==> config.mk <==
export PLATFORM = sky130hd
export DESIGN_NAME = grg_front
export DESIGN_NICKNAME = d
export VERILOG_FILES = /design/src/sv/grg_pkg.sv /design/src/sv/grg_front.sv
export SDC_FILE = /design/constraint.sdc
export NUM_CORES = 1
export LEC_CHECK = 0
export BUFFER_PORTS_ARGS = -buffer_cell sky130_fd_sc_hd__buf_2
export CAP_MARGIN = 20
export CORE_UTILIZATION = 58
export CTS_BUF_LIST = sky130_fd_sc_hd__clkbuf_8
export DETAILED_ROUTE_END_ITERATION = 8
export PLACE_DENSITY = 0.85
export SYNTH_ARGS = -nofsm -noshare
export SYNTH_HDL_FRONTEND = slang
export SYNTH_SLANG_ARGS = --single-unit
export TNS_END_PERCENT = 5
==> constraint.sdc <==
create_clock -name clk -period 8 [get_ports clk]
set_input_delay 1.6 -clock clk [delete_from_list [all_inputs] [get_ports clk]]
set_output_delay 1.6 -clock clk [all_outputs]
set_load 0.02 [all_outputs]
==> src/sv/grg_pkg.sv <==
// shared types, constants and widths of the glyph row generator
package grg_pkg;

	localparam int HALF_ENTRIES = 256;
	localparam int FULL_ENTRIES = 8192;
	localparam int GLYPH_ROWS   = 16;

	localparam int OP_W    = 3;
	localparam int ENTRY_W = 13;
	localparam int ROW_W   = 4;
	localparam int CP_W    = 21;
	localparam int BITS_W  = 16;

	localparam int HALF_CNT_W = 9;
	localparam int FULL_CNT_W = 14;
	localparam int CFG_IDX_W  = 1;
	localparam int CFG_DATA_W = 14;

	localparam int HALF_AW      = (HALF_ENTRIES > 1) ? $clog2(HALF_ENTRIES) : 1;
	localparam int FULL_AW      = (FULL_ENTRIES > 1) ? $clog2(FULL_ENTRIES) : 1;
	localparam int HALF_ROWS_AW = $clog2(HALF_ENTRIES * GLYPH_ROWS);
	localparam int FULL_ROWS_AW = $clog2(FULL_ENTRIES * GLYPH_ROWS);
	localparam int HALF_PIX_W   = 8;

	localparam int HALF_N_W = $clog2(HALF_ENTRIES + 1);
	localparam int FULL_N_W = $clog2(FULL_ENTRIES + 1);
	localparam int CNT_W    = (HALF_N_W > FULL_N_W) ? HALF_N_W : FULL_N_W;

	localparam logic [OP_W-1:0] OP_HALF_CODE = 3'd0;
	localparam logic [OP_W-1:0] OP_HALF_ROW  = 3'd1;
	localparam logic [OP_W-1:0] OP_FULL_CODE = 3'd2;
	localparam logic [OP_W-1:0] OP_FULL_ROW  = 3'd3;
	localparam logic [OP_W-1:0] OP_RENDER    = 3'd4;

	localparam logic [CFG_IDX_W-1:0] REG_HALF_COUNT = 1'd0;
	localparam logic [CFG_IDX_W-1:0] REG_FULL_COUNT = 1'd1;

	localparam logic [HALF_PIX_W-1:0] MISS_EVEN = 8'b00110011;
	localparam logic [HALF_PIX_W-1:0] MISS_ODD  = 8'b11001100;
	localparam logic [CP_W-1:0]       NARROW_MAX = 21'h7f;

	typedef struct packed {
		logic [OP_W-1:0]    operation;
		logic [ENTRY_W-1:0] entry_index;
		logic [ROW_W-1:0]   row_index;
		logic [CP_W-1:0]    code_point;
		logic [BITS_W-1:0]  row_bits;
	} in_item_t;

	typedef struct packed {
		logic [ROW_W-1:0]  out_row;
		logic [BITS_W-1:0] pixels;
		logic              wide;
		logic              found;
		logic              last;
	} out_item_t;

endpackage

==> src/sv/grg_front.sv <==
// input decode, filtering of dead items and two-entry command queue
module grg_front (
	input  logic               clk,
	input  logic               arst_n,
	input  logic               in_valid,
	output logic               in_stall,
	input  grg_pkg::in_item_t  in_item,
	output logic               cmd_valid,
	input  logic               cmd_take,
	output grg_pkg::in_item_t  cmd
);

	grg_pkg::in_item_t fifo_q [2];
	logic              wr_ptr_q;
	logic              rd_ptr_q;
	logic [1:0]        count_q;
	logic              keep;
	logic              push;
	logic              pop;

	always_comb begin
		case (in_item.operation)
			grg_pkg::OP_HALF_CODE, grg_pkg::OP_HALF_ROW: begin
				keep = 32'(in_item.entry_index) < 32'(grg_pkg::HALF_ENTRIES);
			end
			grg_pkg::OP_FULL_CODE, grg_pkg::OP_FULL_ROW: begin
				keep = 32'(in_item.entry_index) < 32'(grg_pkg::FULL_ENTRIES);
			end
			grg_pkg::OP_RENDER: begin
				keep = 1'b1;
			end
			default: begin
				keep = 1'b0;
			end
		endcase
	end

	assign in_stall  = (count_q == 2'd2);
	assign push      = in_valid && !in_stall && keep;
	assign pop       = cmd_take && cmd_valid;
	assign cmd_valid = (count_q != 2'd0);
	assign cmd       = fifo_q[rd_ptr_q];

	always_ff @(posedge clk) begin
		if (push) begin
			fifo_q[wr_ptr_q] <= in_item;
		end
	end

	always_ff @(posedge clk or negedge arst_n) begin
		if (!arst_n) begin
			wr_ptr_q <= 1'b0;
			rd_ptr_q <= 1'b0;
			count_q  <= 2'd0;
		end else begin
			if (push) begin
				wr_ptr_q <= !wr_ptr_q;
			end
			if (pop) begin
				rd_ptr_q <= !rd_ptr_q;
			end
			count_q <= count_q + 2'(push) - 2'(pop);
		end
	end

	a_count_bound: assert property (@(posedge clk) disable iff (!arst_n)
		count_q != 2'd3)
		else $error("command queue count out of range");

endmodule

# Word level (Yosys, flattened, before mapping)
# Memories as Yosys holds them, arrays and structs flattened.
# Cells that the tools add are included.
[word_totals]
ff_bits = 4
ramBits = 114
out_inout_bits = 59
memories = 1
[mem_list]
columns = ["memory", "words", "word_bits", "read_ports", "rd_ports_with_merged_regs", "write_ports", "line", "text"]
rows = [
  ["fifo_q", 2, 57, 1, 0, 1, "grg_front.sv:13", "grg_pkg::in_item_t fifo_q [2];"],
]
[classes]
n_addsub = 2
magnitude_cmp = 1
eq_ne = 5
muxes = 3
n_reduce_logical = 10
[op_table]
columns = ["cell", "count"]
rows = [
  ["< comparator 13 x 9 -> 1 bit (second input constant)", 1],
  ["equality test 3 x 2 -> 1 bit (second input constant)", 2],
  ["equality test 3 x 1 -> 1 bit (second input constant)", 1],
  ["equality test 3 bit (second input constant)", 1],
  ["logical AND 1 bit", 3],
  ["logical NOT 1 bit", 3],
  ["logical NOT 3 bit", 1],
  ["OR reduction 3 bit", 1],
  ["adder 2 x 1 -> 2 bit", 1],
  ["equality test 2 bit (second input constant)", 1],
  ["two-way mux 1 bit", 2],
  ["one-hot mux 1 bit (2 select lines)", 1],
  ["nonzero test 2 bit", 1],
  ["OR reduction 2 bit", 1],
  ["subtractor 2 x 1 -> 2 bit", 1],
]

# Depth between registers and ports, before layout
[logic_depth]
ltp_word = 6
ltp_mapped = 8
depth_no_buf = 8

# Worst setup path after synthesis
# No wires, ideal clock.
[synth_path]
path_type = "input -> register"
startpoint = "in in_item[52] in the netlist's numbering"
endpoint = "mem fifo_q[1][0] in the netlist's numbering (enable)"
setup_time_ns = 0.542
t_arrival_ns = 6.213
required_ns = 7.458
setup_slack_ns = 1.244
stages = 3
path_cell_list = "or4_4 o21a_1 nor3_1"
[synth_between]
elab_chain_len = 5
[synth_lines]
columns = ["item", "line", "text"]
rows = [
  ["start: declaration", "grg_front.sv:7", "input grg_pkg::in_item_t in_item,"],
  ["< comparator 13 x 9 -> 1 bit", "grg_front.sv:24", "keep = 32'(in_item.entry_index) < 32'(grg_pkg::HALF_ENTRIES);"],
  ["one-hot mux 1 bit (2 select lines)", "grg_front.sv:22", "case (in_item.operation)"],
  ["logical AND 1 bit", "grg_front.sv:39", "assign push = in_valid && !in_stall && keep;"],
  ["two-way mux 1 bit", "grg_front.sv:45", "if (push) begin"],
  ["two-way mux 1 bit (not written as such)", "grg_front.sv:46", "fifo_q[wr_ptr_q] <= in_item;"],
  ["end: declaration", "grg_front.sv:13", ""],
]
# No other way between the ends.

==> impl_metrics.tcl <==
set metrics [dict create \
    ir_worst_vdd_uv 264.3 \
    core-area_um2 7253 \
    dieHeight_um 88.65 \
    post-dp-hpwl_um 4732 \
    synth_edf_count 114 \
    synthesis.nets 267 \
    reg2regPathDepth 4 \
    fmax_mhz 272.6 \
    r2r_start "count_q[1]" \
    syn-instance-count 204 \
    start_util 0.6003 \
    drcViolationCount 0 \
    synth_area_um2 4354 \
    grt_pass1_wl_um 10570 \
    postLayoutCoreUtil 0.7437 \
    power_density_nw_per_um2 326.1 \
    rsz0062_at_grt "no" \
    post-cts-setup-buffer-count 0 \
    slew_viol_final 0 \
    setup_tns_ns 0 \
    worstSkewPairLatency_ns 0.41 \
    cap_violations 0 \
    regToRegSetupSlack_ns 5.89 \
    diodes 0 \
    ctsHoldBuffers 0 \
    startpoint_type "flip-flop" \
    worst_pin_slew_ns 0.6761 \
    clock-sinks 118 \
    grt_pass1_vias 2234 \
    syn2layout_area_growth_pct 23.88 \
    dieArea_um2 7858 \
    fin_skew_ns 0.006074 \
    end_kind "primary output" \
    num_rows 31 \
    timing.rr.end "fifo_q[0][53]" \
    synth_ff_type "edfxtp_1" \
    cts_tree "yes" \
    routedWlPerCell_um 16.01 \
    grt_max_degree 52 \
    cts_buffers 17 \
    worstPathRequired_ns 6.40 \
    max_slew_margin 0.5493 \
    setup_viol_count_final 0 \
    htreeDepth 4 \
    criticalPathCategory "flip-flop to primary output" \
    drtIter0Drc 92 \
    wl_um 7221 \
    worstPathArrival_ns 2.07 \
    gp_congestion 0.7400 \
    ys_seq_elements 118 \
    synth_cell_types 21 \
    io_pins 120 \
    nFillCells 453 \
    final_common_cell "buf_2" \
    final_cell_mix "119 x buf_2, 114 x edfxtp_1, 57 x mux2_2" \
    drt-pass1-iter-count 4 \
    ys_warn_count 0 \
    overflow 0 \
    die_w_um 88.65 \
    portBuffers 119 \
    final_nets 403 \
    ant_nets 0 \
    cts_root_buffer "clkbuf_8" \
    cts_resized 0 \
    startpoint "rd_ptr_q" \
    antenna_found_initial 0 \
    avgSynthCellArea_um2 21.34 \
    status "finished, final reports clean" \
    cts_buffer_depth 2 \
    leakagePower_nw 2.025 \
    finalHoldViolCount 0 \
    ys_seq_area_frac 0.8092 \
    total_power_mw 1.759 \
    vias 2278 \
    synthArstFlopShare 0.03390 \
    hold_path.class "flip-flop to flip-flop" \
    worstPathMaxFanout 51 \
    critical_path.endpoint "cmd[23]" \
    min_period_over_period 0.4585 \
    routed_via_density 5.051 \
    min_period_ns 3.668 \
    track_usage 0.1931 \
    clk_pin_slew_ns 0.06 \
    drive_above_1_share 0.5994 \
]
-- how the worst min path moves through the flow --
stage | endpoint | start | depth (start not counted)
after detailed placement | count_q[1] | count_q[1] | 1
after floorplan | count_q[1] | count_q[1] | 1
after global placement | count_q[1] | count_q[1] | 1
after CTS | count_q[1] | count_q[1] | 1
after global routing | count_q[1] | count_q[1] | 1
final | count_q[1] | count_q[1] | 1
-- through the flow --
step | hold slack (ns) | instances | setup WS, ns | instance area [um2]
global route | 0.5192 | 451 | 4.209 | 5394
floorplan | 0.4604 | 204 | 1.244 | 4354
finish | 0.5024 | 451 | 4.332 | 5394
CTS | 0.5085 | 451 | 4.296 | 5394
global placement | 0.4829 | 420 | 4.158 | 5087
detailed placement | 0.4932 | 420 | 4.119 | 5087
-- registers in the layout, indices dropped and copies added (netlist names) --
signal	flops
wr_ptr_q	1
count_q	2
fifo_q	114
rd_ptr_q	1
-- cell type report --
type                            instances  area, um2  share of cell area
Clock buffer                           17      234.0             0.04338
Sequential cell                       118       3525              0.6534
Tap cell                               99      123.9             0.02296
Clock inverter                         14      72.57             0.01345
Timing Repair Buffer                  123      625.6              0.1160
Inverter                                3      11.26            0.002088
Multi-Input combinational cell         77      802.0              0.1487
-- Yosys cell counts (2+ instances only) --
cell	instances	area (um2)
mux2_2	57	641.9
xnor2_1	2	17.52
dfrtp_1	4	100.1
o211ai_1	2	15.01
buf_2	6	30.03
nor2_1	2	7.510
inv_1	3	11.26
ha_1	2	25.02
edfxtp_1	114	3423
-- critical path, stage by stage, from the launching register on --
cell and delay (ns):
dfrtp_2 0.47, buf_4 0.58, mux2_2 0.41, buf_2 0.16
-- cells by family after synthesis --
| logic type | count (synthesis) | share of synthesized area |
|---|---|---|
| DFF | 118 | 0.8092 |
| muxes | 57 | 0.1474 |
| and+or+nand+nor | 10 | 0.01380 |
| buffers and inverters | 9 | 0.009483 |
| AOI/OAI and AO/OA | 5 | 0.008332 |
| xor gates and xnor gates | 3 | 0.006036 |
| adders and majority gates | 2 | 0.005746 |
-- per-layer routing --
| layer | GRT usage | vias to the layer above | part of all wire |
|---|---|---|---|
| li1 | - | 1080 | - |
| met1 | 0.2211 | 1125 | 0.39 |
| met2 | 0.3259 | 65 | 0.55 |
| met3 | 0.05970 | 8 | 0.042 |
| met4 | 0.1056 | 0 | 0.015 |
| met5 | 0 | - | 0 |
-- where the power goes --
group / internal (mW) / switching [mW] / total, mW
clock: 0.202 / 0.214 / 0.416
combinational: 0.225 / 0.322 / 0.547
sequential: 0.770 / 0.0260 / 0.796
No activity file was read; power rests on OpenSTA's default activity.
